### src/rtl/core/assert_macros.svh
// ----------------------------------------------------------------------------
// Assertion macros
// Shared concurrent assertion forms for the allocator RTL.
// ----------------------------------------------------------------------------
`ifndef ASSERT_MACROS_SVH
`define ASSERT_MACROS_SVH

// Implication or plain property checked at every rising clock edge.
`define DBFF_ASSERT(label, clk, rst, prop, msg) \
   label: assert property (@(posedge clk) disable iff (rst) prop) \
      else $error(msg);

// The consequent must hold in the cycle after the antecedent.
`define DBFF_ASSERT_NEXT(label, clk, rst, pre, post, msg) \
   label: assert property (@(posedge clk) disable iff (rst) (pre) |=> (post)) \
      else $error(msg);

`endif

### src/rtl/core/dbff_pkg.sv
// ----------------------------------------------------------------------------
// Allocator package
// Request codes, status codes, controller states and the map port type.
// ----------------------------------------------------------------------------
`timescale 1ns / 1ps
`default_nettype none

package dbff_pkg;

   localparam int WORD_BITS = 64;
   localparam int MAX_ADDR_BITS = 6;

   localparam logic [1:0] KIND_FIND_INODE = 2'd0;
   localparam logic [1:0] KIND_FIND_DATA  = 2'd1;
   localparam logic [1:0] KIND_MARK_BOTH  = 2'd2;
   localparam logic [1:0] KIND_MARK_DATA  = 2'd3;

   localparam logic [1:0] STATUS_OK    = 2'd0;
   localparam logic [1:0] STATUS_FULL  = 2'd1;
   localparam logic [1:0] STATUS_RANGE = 2'd2;

   typedef enum logic [2:0] {
      ST_IDLE,
      ST_SCAN,
      ST_MARK_RD,
      ST_MARK_WR,
      ST_DONE
   } state_type;

   // One access to a map memory: the read always happens at addr.
   typedef struct packed {
      logic                     wr_en;
      logic [MAX_ADDR_BITS-1:0] addr;
      logic [WORD_BITS-1:0]     wr_data;
   } map_cmd_type;

   // Bit 6 flags a hit, bits 5:0 give the lowest clear bit position.
   function automatic logic [6:0] find_first_zero(input logic [WORD_BITS-1:0] w);
      logic [6:0] r;
      r = '0;
      for (int i = WORD_BITS - 1; i >= 0; i--) begin
         if (!w[i]) begin
            r = {1'b1, 6'(i)};
         end
      end
      return r;
   endfunction

endpackage

`default_nettype wire

### src/rtl/core/dbff_ctrl.sv
// ----------------------------------------------------------------------------
// Allocator controller
// Range checks, word scan, read-modify-write marking and the result register.
// ----------------------------------------------------------------------------
`timescale 1ns / 1ps
`default_nettype none
`include "assert_macros.svh"

module dbff_ctrl
   import dbff_pkg::*;
#(
   parameter int DEPTH    = 64,
   parameter int MAP_BITS = 4096
) (
   input  wire logic                 clock,
   input  wire logic                 reset,
   input  wire logic                 req_valid,
   output logic                      req_ready,
   input  wire logic [1:0]           req_kind,
   input  wire logic [11:0]          req_inode_index,
   input  wire logic [12:0]          req_data_node_number,
   input  wire logic [12:0]          data_node_base,
   output map_cmd_type               inode_cmd,
   output map_cmd_type               data_cmd,
   input  wire logic [WORD_BITS-1:0] inode_rd,
   input  wire logic [WORD_BITS-1:0] data_rd,
   output logic                      rsp_valid,
   input  wire logic                 rsp_ready,
   output logic [11:0]               rsp_free_index,
   output logic [1:0]                rsp_status
);

   localparam int AW = (DEPTH > 1) ? $clog2(DEPTH) : 1;
   localparam int CW = $clog2(DEPTH + 1);
   localparam int LAST_BITS = MAP_BITS - (DEPTH - 1) * WORD_BITS;
   localparam logic [WORD_BITS-1:0] LAST_MASK = (LAST_BITS >= WORD_BITS) ?
      {WORD_BITS{1'b1}} : ((WORD_BITS'(1) << LAST_BITS) - WORD_BITS'(1));
   localparam logic [12:0] LIMIT = 13'(MAP_BITS);
   localparam logic [AW-1:0] LAST_WORD = AW'(DEPTH - 1);

   state_type     state_ff, state_in;
   logic [1:0]    kind_ff, kind_in;
   logic [5:0]    ino_word_ff, ino_word_in;
   logic [5:0]    ino_bit_ff, ino_bit_in;
   logic [5:0]    dat_word_ff, dat_word_in;
   logic [5:0]    dat_bit_ff, dat_bit_in;
   logic [CW-1:0] issue_ff, issue_in;
   logic          chk_valid_ff, chk_valid_in;
   logic [AW-1:0] chk_addr_ff, chk_addr_in;
   logic [11:0]   res_index_ff, res_index_in;
   logic [1:0]    res_status_ff, res_status_in;
   logic          rsp_valid_ff, rsp_valid_in;
   logic [11:0]   rsp_index_ff, rsp_index_in;
   logic [1:0]    rsp_status_ff, rsp_status_in;

   logic [12:0]          doff;
   logic                 bad;
   logic [WORD_BITS-1:0] scan_word;
   logic [6:0]           hit;

   assign doff = req_data_node_number - data_node_base;
   assign bad  = (req_data_node_number < data_node_base) || (doff >= LIMIT) ||
                 ((req_kind == KIND_MARK_BOTH) && ({1'b0, req_inode_index} >= LIMIT));

   // Bits past the end of the map count as used in the last word.
   always_comb begin
      scan_word = (kind_ff == KIND_FIND_INODE) ? inode_rd : data_rd;
      if (chk_addr_ff == LAST_WORD) begin
         scan_word = scan_word | ~LAST_MASK;
      end
   end

   assign hit = find_first_zero(scan_word);

   always_ff @(posedge clock) begin
      if (reset) begin
         state_ff     <= ST_IDLE;
         chk_valid_ff <= 1'b0;
         rsp_valid_ff <= 1'b0;
      end else begin
         state_ff     <= state_in;
         chk_valid_ff <= chk_valid_in;
         rsp_valid_ff <= rsp_valid_in;
      end
   end

   always_ff @(posedge clock) begin
      kind_ff       <= kind_in;
      ino_word_ff   <= ino_word_in;
      ino_bit_ff    <= ino_bit_in;
      dat_word_ff   <= dat_word_in;
      dat_bit_ff    <= dat_bit_in;
      issue_ff      <= issue_in;
      chk_addr_ff   <= chk_addr_in;
      res_index_ff  <= res_index_in;
      res_status_ff <= res_status_in;
      rsp_index_ff  <= rsp_index_in;
      rsp_status_ff <= rsp_status_in;
   end

   always_comb begin
      state_in      = state_ff;
      kind_in       = kind_ff;
      ino_word_in   = ino_word_ff;
      ino_bit_in    = ino_bit_ff;
      dat_word_in   = dat_word_ff;
      dat_bit_in    = dat_bit_ff;
      issue_in      = issue_ff;
      chk_valid_in  = chk_valid_ff;
      chk_addr_in   = chk_addr_ff;
      res_index_in  = res_index_ff;
      res_status_in = res_status_ff;
      rsp_valid_in  = rsp_valid_ff && !rsp_ready;
      rsp_index_in  = rsp_index_ff;
      rsp_status_in = rsp_status_ff;
      req_ready     = 1'b0;

      inode_cmd.wr_en   = 1'b0;
      inode_cmd.addr    = MAX_ADDR_BITS'(issue_ff[AW-1:0]);
      inode_cmd.wr_data = inode_rd | (WORD_BITS'(1) << ino_bit_ff);
      data_cmd.wr_en    = 1'b0;
      data_cmd.addr     = MAX_ADDR_BITS'(issue_ff[AW-1:0]);
      data_cmd.wr_data  = data_rd | (WORD_BITS'(1) << dat_bit_ff);

      unique case (state_ff)
         ST_IDLE: begin
            req_ready   = 1'b1;
            kind_in     = req_kind;
            ino_word_in = req_inode_index[11:6];
            ino_bit_in  = req_inode_index[5:0];
            dat_word_in = doff[11:6];
            dat_bit_in  = doff[5:0];
            issue_in    = '0;
            if (req_valid) begin
               chk_valid_in = 1'b0;
               res_index_in = '0;
               if (req_kind == KIND_FIND_INODE || req_kind == KIND_FIND_DATA) begin
                  state_in = ST_SCAN;
               end else if (bad) begin
                  res_status_in = STATUS_RANGE;
                  state_in      = ST_DONE;
               end else begin
                  state_in = ST_MARK_RD;
               end
            end
         end
         ST_SCAN: begin
            // One word is read per cycle; the word read last cycle is checked now.
            if (chk_valid_ff && hit[6]) begin
               res_index_in  = 12'({chk_addr_ff, hit[5:0]});
               res_status_in = STATUS_OK;
               state_in      = ST_DONE;
            end else if (chk_valid_ff && chk_addr_ff == LAST_WORD) begin
               res_index_in  = '0;
               res_status_in = STATUS_FULL;
               state_in      = ST_DONE;
            end else begin
               chk_valid_in = 1'b1;
               chk_addr_in  = issue_ff[AW-1:0];
               issue_in     = issue_ff + CW'(1);
            end
         end
         ST_MARK_RD: begin
            inode_cmd.addr = ino_word_ff;
            data_cmd.addr  = dat_word_ff;
            state_in       = ST_MARK_WR;
         end
         ST_MARK_WR: begin
            inode_cmd.addr  = ino_word_ff;
            data_cmd.addr   = dat_word_ff;
            inode_cmd.wr_en = (kind_ff == KIND_MARK_BOTH);
            data_cmd.wr_en  = 1'b1;
            res_status_in   = STATUS_OK;
            state_in        = ST_DONE;
         end
         ST_DONE: begin
            if (!rsp_valid_ff || rsp_ready) begin
               rsp_valid_in  = 1'b1;
               rsp_index_in  = res_index_ff;
               rsp_status_in = res_status_ff;
               state_in      = ST_IDLE;
            end
         end
         default: begin
            state_in = ST_IDLE;
         end
      endcase
   end

   assign rsp_valid      = rsp_valid_ff;
   assign rsp_free_index = rsp_index_ff;
   assign rsp_status     = rsp_status_ff;

   `DBFF_ASSERT(a_write_in_mark, clock, reset, (inode_cmd.wr_en || data_cmd.wr_en) |-> (state_ff == ST_MARK_WR), "map written outside the mark write state")
   `DBFF_ASSERT(a_scan_bound, clock, reset, chk_valid_ff |-> (chk_addr_ff <= LAST_WORD), "scan passed the last map word")
   `DBFF_ASSERT(a_fail_index_zero, clock, reset, (state_ff == ST_DONE && res_status_ff != STATUS_OK) |-> (res_index_ff == '0), "failed request carries a nonzero index")
   `DBFF_ASSERT_NEXT(a_result_loaded, clock, reset, state_ff == ST_DONE && (!rsp_valid_ff || rsp_ready), rsp_valid_ff && state_ff == ST_IDLE, "finished result not presented")

endmodule

`default_nettype wire

### config.mk
export PLATFORM = sky130hd
export DESIGN_NAME = dbff_ctrl
export DESIGN_NICKNAME = d
export VERILOG_FILES = /design/src/rtl/core/dbff_pkg.sv /design/src/rtl/core/dbff_ctrl.sv
export VERILOG_INCLUDE_DIRS = /design/src /design/src/rtl/core
export SDC_FILE = /design/constraint.sdc
export NUM_CORES = 1
export LEC_CHECK = 0
export ABC_AREA = 1
export BUFFER_PORTS_ARGS = -buffer_cell sky130_fd_sc_hd__buf_2
export CAP_MARGIN = 30
export CORE_AREA = 2 2 130 132
export CTS_CLUSTER_SIZE = 8
export DETAILED_ROUTE_END_ITERATION = 6
export DIE_AREA = 0 0 132 134
export GPL_TIMING_DRIVEN = 0
export PLACE_DENSITY = 0.7
export SLEW_MARGIN = 30
export SYNTH_ARGS = -nofsm -noshare
export SYNTH_HDL_FRONTEND = slang
export SYNTH_SLANG_ARGS = --single-unit
export TNS_END_PERCENT = 50
### constraint.sdc
create_clock -name clock -period 7.4 [get_ports clock]
set_clock_uncertainty 0.15 [all_clocks]
set_input_delay 0.37 -clock clock [delete_from_list [all_inputs] [get_ports clock]]
set_output_delay 0.37 -clock clock [all_outputs]
set_load 0.005 [all_outputs]
==> results.md, run 1 <==
* Run status: finished clean
* Clk Latency, worst-skew pair at 330 ps
* Yosys top cell area share at 31.4%
* Final nets at 1491
* Fin. Hold Viols at 0
* Yosys warning total at 0
* Via count at 7720
* Buf/Inv on CP at 12
* Kind of end point of the critical path: flip-flop
* Post-DP HPWL at 22400 µm
* FFs w/ async S/R, synth at 0%
* Port Buffer Count at 329
* Chip Width at 132 µm
* Mapped Cells at 961
* Setup Fix Bufs, Post-CTS at 0
* Post-Syn Nets at 1148
* Initial DRC count at 725
* Setup TNS at 0 ps
* Drt first pass iters at 6
* TritonCTS clock tree: built
* Top-count cell post-synth: nand2_1
* Fillers at 1667
* Slew @ Worst Pin at 885 ps
* WP data arrival at 4650 ps
* Worst path cell trace: nor2_4 -> buf_6 -> buf_4 -> buf_4 -> buf_4 -> buf_6 -> buf_4 -> buf_4 -> buf_4 -> buf_4 -> buf_2 -> o21ai_0 -> nor2_1 -> nand2_1 -> nor2_1 -> nand2_1 -> nor2_1 -> nand2_1 -> a21oi_1 -> nand2_1 -> inv_2 -> nor3_1 -> inv_2 -> a21oi_1
* Post-layout worst setup margin at 2670 ps
* Initial Util at 38.7%
* IO Count at 330
* Root Buffer: clkbuf_16
* Residual DRC at 0
* Peak VDD IR at 139 µV
* Total design power at 2.57 mW
* Synth Flop Type: edfxtp_1
* Minimum clock period at 4730 ps
* Endpoints failing setup at 0
* Post-CTS resize count at 0
* Total congestion overflow at 0
* Layout Utilization at 52.4%
* Final count of pins violating max slew at 0
* Vias in the first global route at 6993
* Avg Inst Size Synth at 6.57 µm²
* Antenna violations before repair at 1
* Data required, critical path at 7310 ps
* Pwr per Cell Area at 301 nW/µm²
* CP Class: reg -> reg
* Slowest CP cell: edfxtp_1
* Netlist Area Pre-Place at 6310 µm²
* Most used cell, CP: buf_4
* H-tree depth at 3
* Worst setup SP type: flip-flop
* Largest net degree at the start of global routing at 15
* Worst-path fanout max at 10
* Synth top area cells: edfxtp_1 (31%), nand2_1 (14%), inv_1 (11%)
* GR Util All Layers at 28.6%
* Slew HR at 40.4%
* Syn-to-layout area delta at 35.2%
* Period utilization at 64.0%
* HP Class: in -> reg
* EDFF count, synth at 66
* Distinct cells, synth at 33
* Clock transition at path regs at 60 ps
* Largest area contributor in the netlist: edfxtp_1
* Seq cells post-synth at 71
* Global placer's final weighted congestion at 0.971
* Die Height at 134 µm
* Leakage at 4.35 nW
* Hold buffer count at cts at 0
* Unrepaired setup endpoints after global routing: false
* Crit-path leading delay family: buffers and inverters
* Max Clock Freq at 211 MHz
* Total wire length at 26000 µm
* Clk sinks at 71
* Core Rows at 47
* CORE AREA at 16300 µm²
* Worst-case clock buffer depth at 2
* Antenna fix cells at 0
* Routed WL per cell at 17.0 µm
* Dpl ws at 2710 ps
* Die Area at 17700 µm²
* Routed vias/inst at 5.05
* Max cap viols at 0
* First-pass GRT wire length at 38400 µm
* ANT nets after route at 0
* Sequential area share after synthesis at 33.0%
* Layout cell share with drive strength beyond 1 at 28.3%
* CTS Buf Count at 9
* Largest stage delay, worst path at 460 ps
* Synth top cells by count: nand2_1 (228), inv_1 (183), o21ai_0 (135), nor2_1 (82), o21bai_1 (67)
-- state kept, by name, indices dropped and copies added (netlist names) --
register and count:
res_status_ff 2, state_ff 3, kind_ff 2, issue_ff 6, dat_word_ff 6, chk_valid_ff 1
rsp_valid 1, chk_addr_ff 6, ino_word_ff 6, ino_bit_ff 6, rsp_status 2, dat_bit_ff 6
res_index_ff 12, rsp_free_index 12
-- cells by family after synthesis --
logic type,Yosys count,synth area share (%)
adders and majority gates,15,3.09
buffers and inverters,229,14.5
DFF,71,33.0
and+or+nand+nor,404,26.5
AOI/OAI and AO/OA,232,21.6
xor gates and xnor gates,10,1.39
-- stage by stage --
step                      cells  hold WS (ps)  area (µm²)
after floorplan             961           250        6310
after CTS                  1529          41.9        8530
after global placement     1510           255        8230
after detailed placement   1513           255        8260
after global routing       1529          44.4        8530
final                      1529          58.7        8530
-- final timing paths --
check | from | end | slack [ps] | cells after the start
worst min register to register | res_index_ff[8]$_SDFFCE_PN0P_ | rsp_free_index[8]$_DFFE_PP_ | 270 | 0
worst max-delay path | kind_ff[1]$_DFFE_PP_ | res_status_ff[0]$_DFFE_PP_ | 2670 | 24
worst max register to register | kind_ff[1]$_DFFE_PP_ | res_status_ff[0]$_DFFE_PP_ | 2670 | 24
worst min-delay path | req_inode_index[8] | ino_word_ff[2]$_DFFE_PP_ | 60 | 1
-- metal layers --
layer  vias up  global-route usage, %  routed length (µm)
met1      3458                   37.1               10800
met5         -                      0                   0
met3        42                   6.05                2440
met2       419                   48.3               12200
li1       3801                      -                   -
met4         0                   7.97                 590
-- where the power goes --
group / leakage (nW) / internal, mW / switching [mW]
clock: 0.124 / 0.225 / 0.159
combinational: 3.53 / 0.418 / 0.993
sequential: 0.696 / 0.676 / 0.0953
-- cells in the final DEF (no fill, tap or decap), drive strengths merged, types with 2 or more instances in the layout --
cell type / synthesis / routed
inv: 189 / 190
xor2: 7 / 7
nand4: 19 / 19
dfxtp: 5 / 5
nand2: 229 / 229
nor2: 83 / 83
ha: 14 / 14
a211oi: 2 / 2
nand3: 52 / 52
nor4: 2 / 2
xnor2: 3 / 3
clkinv: 0 / 3
nor3: 17 / 17
edfxtp: 66 / 66
a31oi: 4 / 4
clkbuf: 27 / 37
a21oi: 18 / 18
clkinvlp: 0 / 2
o21ai: 139 / 139
buf: 13 / 345
o21bai: 67 / 67
-- layout make-up --
cell class / count / area, µm² / share of cell area, %
buffer: 40 / 203 / 2.38
inverter: 189 / 709 / 8.32
tap: 220 / 275 / 3.23
sequential: 71 / 2080 / 24.4
timing repair buffer: 332 / 1670 / 19.6
clock inverter: 6 / 36.3 / 0.425
multi-input combinational: 661 / 3330 / 39.0
clock buffer: 10 / 229 / 2.68
Power figures use the tool's default switching activity.
==> run 2: changes to the inputs <==
--- a/config.mk
+++ b/config.mk
@@ -14,7 +14,7 @@
 export DETAILED_ROUTE_END_ITERATION = 6
 export DIE_AREA = 0 0 132 134
 export GPL_TIMING_DRIVEN = 0
-export PLACE_DENSITY = 0.7
+export PLACE_DENSITY = 0.73
 export SLEW_MARGIN = 30
 export SYNTH_ARGS = -nofsm -noshare
 export SYNTH_HDL_FRONTEND = slang
==> constraint.sdc (replaced) <==
create_clock -name clock -period 3.9 [get_ports clock]
set_clock_uncertainty 0.15 [all_clocks]
set_input_delay 0.195 -clock clock [delete_from_list [all_inputs] [get_ports clock]]
set_output_delay 0.195 -clock clock [all_outputs]
set_load 0.005 [all_outputs]
==> results.md, run 2 (same netlist as run 1, synthesis figures left out) <==
* Run status: complete, but fails checks
* Failing checks: setup timing
* Fin. Hold Viols at 0
* Worst setup SP type: flip-flop
* HP Class: in -> reg
* Slowest CP cell: edfxtp_1
* Most frequent cells in the layout: buf_2 (330), nand2_1 (214), inv_1 (182)
* Drt first pass iters at 6
* Global placer's final weighted congestion at 0.953
* Clk sinks at 71
* Met1 Use GR at 37.9%
* Hold Worst Slack at 12.9 ps
* Slew HR at 49.0%
* Vias in the first global route at 7403
* WP data arrival at 4520 ps
* Pwr per Cell Area at 581 nW/µm²
* Total congestion overflow at 0
* Most used cell, CP: nand2_1
* Routed vias/inst at 5.08
* H-tree depth at 3
* Commonest non-fill, non-tap cell in the layout: buf_2
* First-pass GRT wire length at 39700 µm
* Kind of end point of the critical path: flip-flop
* Final nets at 1524
* Die Height at 134 µm
* Min-Delay Path Depth at 4
* Die Area at 17700 µm²
* Leakage at 4.53 nW
* Peak VDD IR at 244 µV
* ANT nets after route at 0
* Worst-case clock buffer depth at 2
* Post-layout worst setup margin at -691 ps
* Residual DRC at 0
* Max Clock Freq at 218 MHz
* Register-to-Register Path Depth at 61
* Port Buffer Count at 329
* Minimum clock period at 4590 ps
* GR Util All Layers at 29.5%
* Worst-path fanout max at 10
* Unrepaired setup endpoints after global routing: true
* HP Start: rsp_ready
* Routed WL per cell at 17.3 µm
* CP Class: reg -> reg
* FF-to-FF End: res_index_ff[0]$_SDFFCE_PN0P_
* Via count at 7943
* Chip Width at 132 µm
* Clk Latency, worst-skew pair at 340 ps
* Period utilization at 118%
* Largest stage delay, worst path at 460 ps
* Antenna violations before repair at 0
* CORE AREA at 16300 µm²
* GR Util met3 at 6.20%
* Reg2Reg Launch Point: kind_ff[1]$_DFFE_PP_
* TritonCTS clock tree: built
* Initial DRC count at 762
* Syn-to-layout area delta at 42.1%
* IO Count at 330
* Met2 Use GR at 49.0%
* Largest net degree at the start of global routing at 15
* Clock transition at path regs at 60 ps
* Dpl ws at -826 ps
* Initial Util at 38.7%
* CTS Buf Count at 9
* Slew @ Worst Pin at 765 ps
* Total wire length at 27000 µm
* Core Rows at 47
* Post-DP HPWL at 22400 µm
* Endpoints failing setup at 41
* Root Buffer: clkbuf_16
* Layout cell share with drive strength beyond 1 at 30.6%
* Data required, critical path at 3830 ps
* Final count of pins violating max slew at 0
* Hold Crit Endpoint: rsp_valid$_SDFF_PP0_
* Max cap viols at 0
* Most used routing layer: met2
* R2R Setup Slk at -690 ps
## run 2: critical path, delay by kind of cell (launching register included)
kind / cells / cell delay (ps)
and+or+nand+nor: 57 / 3270
DFF: 1 / 460
buffers and inverters: 2 / 250
AOI/OAI and AO/OA: 2 / 210
## run 2: how the worst max path moves through the flow
| stage | start | end | cells past startpoint |
|---|---|---|---|
| finish | kind_ff[1]$_DFFE_PP_ | res_index_ff[0]$_SDFFCE_PN0P_ | 61 |
| global route | kind_ff[1]$_DFFE_PP_ | res_index_ff[0]$_SDFFCE_PN0P_ | 66 |
| CTS | kind_ff[0]$_DFFE_PP_ | res_index_ff[0]$_SDFFCE_PN0P_ | 64 |
| detailed placement | kind_ff[1]$_DFFE_PP_ | state_ff[2]$_SDFFE_PP0P_ | 26 |
| global placement | state_ff[1]$_SDFFE_PP0P_ | res_index_ff[0]$_SDFFCE_PN0P_ | 7 |
| floorplan | kind_ff[1]$_DFFE_PP_ | res_index_ff[0]$_SDFFCE_PN0P_ | 64 |
## run 2: what timing repair did
item,in CTS,in global routing
setup buffers,17,1
pin swaps,4,3
hold endpoints to repair,18,0
cloned,0,0
hold buffers,15,0
resized for setup,28,17
setup endpoints to repair,43,43
## run 2: per-layer routing
layer	up-vias	routed length [µm]
li1	3865	-
met1	3559	11000
met2	462	12500
met3	57	2640
met4	0	894
met5	-	0
## run 2: final cells by class
cell class / count / area [µm²]
antenna: 2 / 5.00
buffer: 40 / 249
clock buffer: 9 / 225
clock inverter: 7 / 38.8
fill: 1663 / 7320
inverter: 189 / 713
multi-input combinational: 661 / 3410
sequential: 71 / 2080
tap: 220 / 275
timing repair buffer: 365 / 1970
## run 2: power by group
| part | leakage (nW) | switching (mW) | internal (mW) | total (mW) |
|---|---|---|---|---|
| sequential | 0.696 | 0.182 | 1.28 | 1.46 |
| clock | 0.122 | 0.305 | 0.423 | 0.728 |
| combinational | 3.71 | 2.03 | 0.986 | 3.02 |
| total | 4.53 | 2.52 | 2.69 | 5.21 |
## run 2: stage by stage
stage | power [mW] | setup TNS (ps) | util [%] | instance area [µm²] | instances
after floorplan | 3.09 | 0 | - | 6310 | 961
after global placement | 4.07 | -33470 | 50.5 | 8230 | 1510
after detailed placement | 4.13 | -27220 | 50.7 | 8260 | 1513
after CTS | 5.08 | -6950 | 54.6 | 8900 | 1561
after global routing | 5.58 | -22060 | 55.0 | 8960 | 1562
final | 5.21 | -8210 | 55.1 | 8970 | 1564
==> run 3: changes to the inputs <==
--- a/config.mk
+++ b/config.mk
@@ -6,7 +6,6 @@
 export SDC_FILE = /design/constraint.sdc
 export NUM_CORES = 1
 export LEC_CHECK = 0
-export ABC_AREA = 1
 export BUFFER_PORTS_ARGS = -buffer_cell sky130_fd_sc_hd__buf_2
 export CAP_MARGIN = 30
 export CORE_AREA = 2 2 130 132
@@ -14,7 +13,7 @@
 export DETAILED_ROUTE_END_ITERATION = 6
 export DIE_AREA = 0 0 132 134
 export GPL_TIMING_DRIVEN = 0
-export PLACE_DENSITY = 0.73
+export PLACE_DENSITY = 0.74
 export SLEW_MARGIN = 30
 export SYNTH_ARGS = -nofsm -noshare
 export SYNTH_HDL_FRONTEND = slang
==> results.md, run 3 <==
* Run status: finished clean
* Mapped Cells at 798
* Largest area contributor in the netlist: edfxtp_1
* Commonest non-fill, non-tap cell in the layout: buf_2
* Drt first pass iters at 5
* Slew @ Worst Pin at 801 ps
* H-tree depth at 3
* Die Height at 134 µm
* Synth top area cells: edfxtp_1 (31%), a21o_1 (7.3%), nand2_1 (6.5%)
* Most frequent cells in the layout: buf_2 (338), nand2_1 (112), edfxtp_1 (66)
* Post-Syn Nets at 985
* Residual DRC at 0
* Period utilization at 92.8%
* Slew HR at 46.2%
* GR Util All Layers at 32.0%
* Worst-case clock buffer depth at 2
* R2R Setup Slk at 280 ps
* Clk sinks at 71
* Data required, critical path at 3770 ps
* FF-to-FF End: issue_ff[0]$_SDFFCE_PN0P_
* Yosys warning total at 0
* Final Cell Area at 8880 µm²
* Endpoints failing setup at 0
* Clock transition at path regs at 60 ps
* Hold Crit Endpoint: state_ff[2]$_SDFFE_PP0P_
* Final nets at 1342
* CORE AREA at 16300 µm²
* GR Util met3 at 6.01%
* Sequential area share after synthesis at 32.2%
* Fillers at 1561
* Synth top cells by count: nand2_1 (112), edfxtp_1 (66), a21o_1 (63), inv_1 (53)
* Minimum clock period at 3620 ps
* Root Buffer: clkbuf_16
* Setup Fix Bufs, Post-CTS at 0
* Final count of pins violating max slew at 0
* HP Start: rsp_ready
* Largest net degree at the start of global routing at 16
* Worst-path fanout max at 10
* Netlist Area Pre-Place at 6470 µm²
* Dpl ws at 300 ps
* FF/Latch Area at 2080 µm²
* Top-count cell post-synth: nand2_1
* Worst setup SP type: flip-flop
* First-pass GRT wire length at 43100 µm
* WP data arrival at 3490 ps
* Die Area at 17700 µm²
* Placed Cells at 1349
* Synth Flop Type: edfxtp_1
* Seq cells post-synth at 71
* Met1 Use GR at 41.3%
* Reg2Reg Launch Point: kind_ff[1]$_DFFE_PP_
* TritonCTS clock tree: built
* Yosys top cell area share at 30.7%
* Initial Util at 39.7%
* Antenna violations before repair at 1
* EDFF count, synth at 66
* Clk Latency, worst-skew pair at 340 ps
* Leakage at 4.22 nW
* Pwr per Cell Area at 338 nW/µm²
* Met2 Use GR at 54.7%
* Via count at 7964
* Kind of end point of the critical path: flip-flop
* Peak VDD IR at 208 µV
* CTS Buf Count at 9
* Global placer's final weighted congestion at 0.973
* Layout cell share with drive strength beyond 1 at 33.0%
* Avg Inst Size Synth at 8.10 µm²
* Max cap viols at 0
* Port Buffer Count at 329
* Register-to-Register Path Depth at 9
* Syn-to-layout area delta at 37.3%
* Layout Cells excl Fill at 1382
* ANT nets after route at 0
* Area of the multi-input gates at 4040 µm²
* Total congestion overflow at 0
* Initial DRC count at 742
* Post-layout worst setup margin at 280 ps
* IO Count at 330
* Most used routing layer: met2
* Fin. Hold Viols at 0
* HP Class: in -> reg
* Vias in the first global route at 7424
* Post-DP HPWL at 24400 µm
* Unrepaired setup endpoints after global routing: false
* Setup TNS at 0 ps
* Routed vias/inst at 5.76
* Max Clock Freq at 276 MHz
* Distinct cells, synth at 72
* Min-Delay Path Depth at 4
* Core Rows at 47
* Routed WL per cell at 21.2 µm
* Post-DP Area at 8430 µm²
* Chip Width at 132 µm
* CP Class: reg -> reg
* Total wire length at 29300 µm
* FFs w/ async S/R, synth at 0%
-- run 3: cell types whose count changed in the layout (fill, tap and decap cells not counted), moves of 12 or more --
cell / delta
nand2b_1: +20
nand3_1: -14
buf_4: -17
inv_1: -129
a21o_1: +62
o21ai_0: -88
nor2_1: -34
o21bai_1: -20
o211ai_1: +34
nand2_2: -14
nand2_1: -102
a31oi_1: +12
-- run 3: area by class of cell --
class                      instances  share of cell area, %
antenna                            2                 0.0564
inverter                          53                   2.24
sequential                        71                   23.5
tap                              220                   3.10
clock inverter                     7                  0.677
multi-input combinational        638                   45.5
buffer                            36                   1.90
timing repair buffer             346                   20.5
clock buffer                       9                   2.54
-- run 3: worst max-delay path by stage --
stage / startpoint / endpoint / cells past startpoint
floorplan: kind_ff[1]$_DFFE_PP_ / res_index_ff[0]$_SDFFCE_PN0P_ / 10
detailed placement: kind_ff[1]$_DFFE_PP_ / issue_ff[2]$_SDFFCE_PN0P_ / 9
CTS: kind_ff[1]$_DFFE_PP_ / issue_ff[0]$_SDFFCE_PN0P_ / 9
global route: kind_ff[1]$_DFFE_PP_ / issue_ff[0]$_SDFFCE_PN0P_ / 9
finish: kind_ff[1]$_DFFE_PP_ / issue_ff[0]$_SDFFCE_PN0P_ / 9
global placement: state_ff[0]$_SDFFE_PP0P_ / res_index_ff[11]$_SDFFCE_PN0P_ / 4
-- run 3: what timing repair did --
| item | in CTS | in global routing |
|---|---|---|
| endpoints found under the setup margin | 0 | 6 |
| hold endpoints to repair | 17 | 0 |
| hold buffers | 15 | 0 |
| gates resized for setup | 0 | 1 |
-- run 3: where the power goes --
group / internal, mW / switching (mW) / total, mW
registers: 0.985 / 0.0733 / 1.06
clock network: 0.441 / 0.347 / 0.788
logic: 0.431 / 0.727 / 1.16
-- run 3: worst max-delay path, stage by stage, from the launching register on --
cell and delay, ps:
edfxtp_1 370, clkbuf_1 460, buf_2 350, o211ai_1 180
a22oi_1 350, nand4_1 190, nor2_1 360, a31oi_1 250
nor2_4 310, or2_1 320
-- run 3: per-layer routing --
| layer | up-vias | wire [µm] |
|---|---|---|
| li1 | 3688 | - |
| met1 | 3752 | 12300 |
| met2 | 474 | 13900 |
| met3 | 50 | 2420 |
| met4 | 0 | 703 |
| met5 | - | 0 |
-- run 3: metrics by stage --
step                power [mW]  hold slack (ps)  util, %
floorplan                 1.66              114        -
global placement          2.16              222     51.5
detailed placement        2.19              223     51.8
CTS                       2.99             59.9     54.4
global route              3.15             99.2     54.5
finish                    3.00             74.4     54.5
-- run 3: kinds of logic after synthesis --
group                    after synthesis  share of synthesized area [%]
AND/OR/NAND/NOR                      316                           25.3
AO/OA/AOI/OAI                        291                           31.6
buffers and inverters                 89                           5.69
flip-flops                            71                           32.2
adder cells (fa/ha/maj)               15                           3.02
XOR/XNOR                              13                           1.76
multiplexers                           3                          0.484
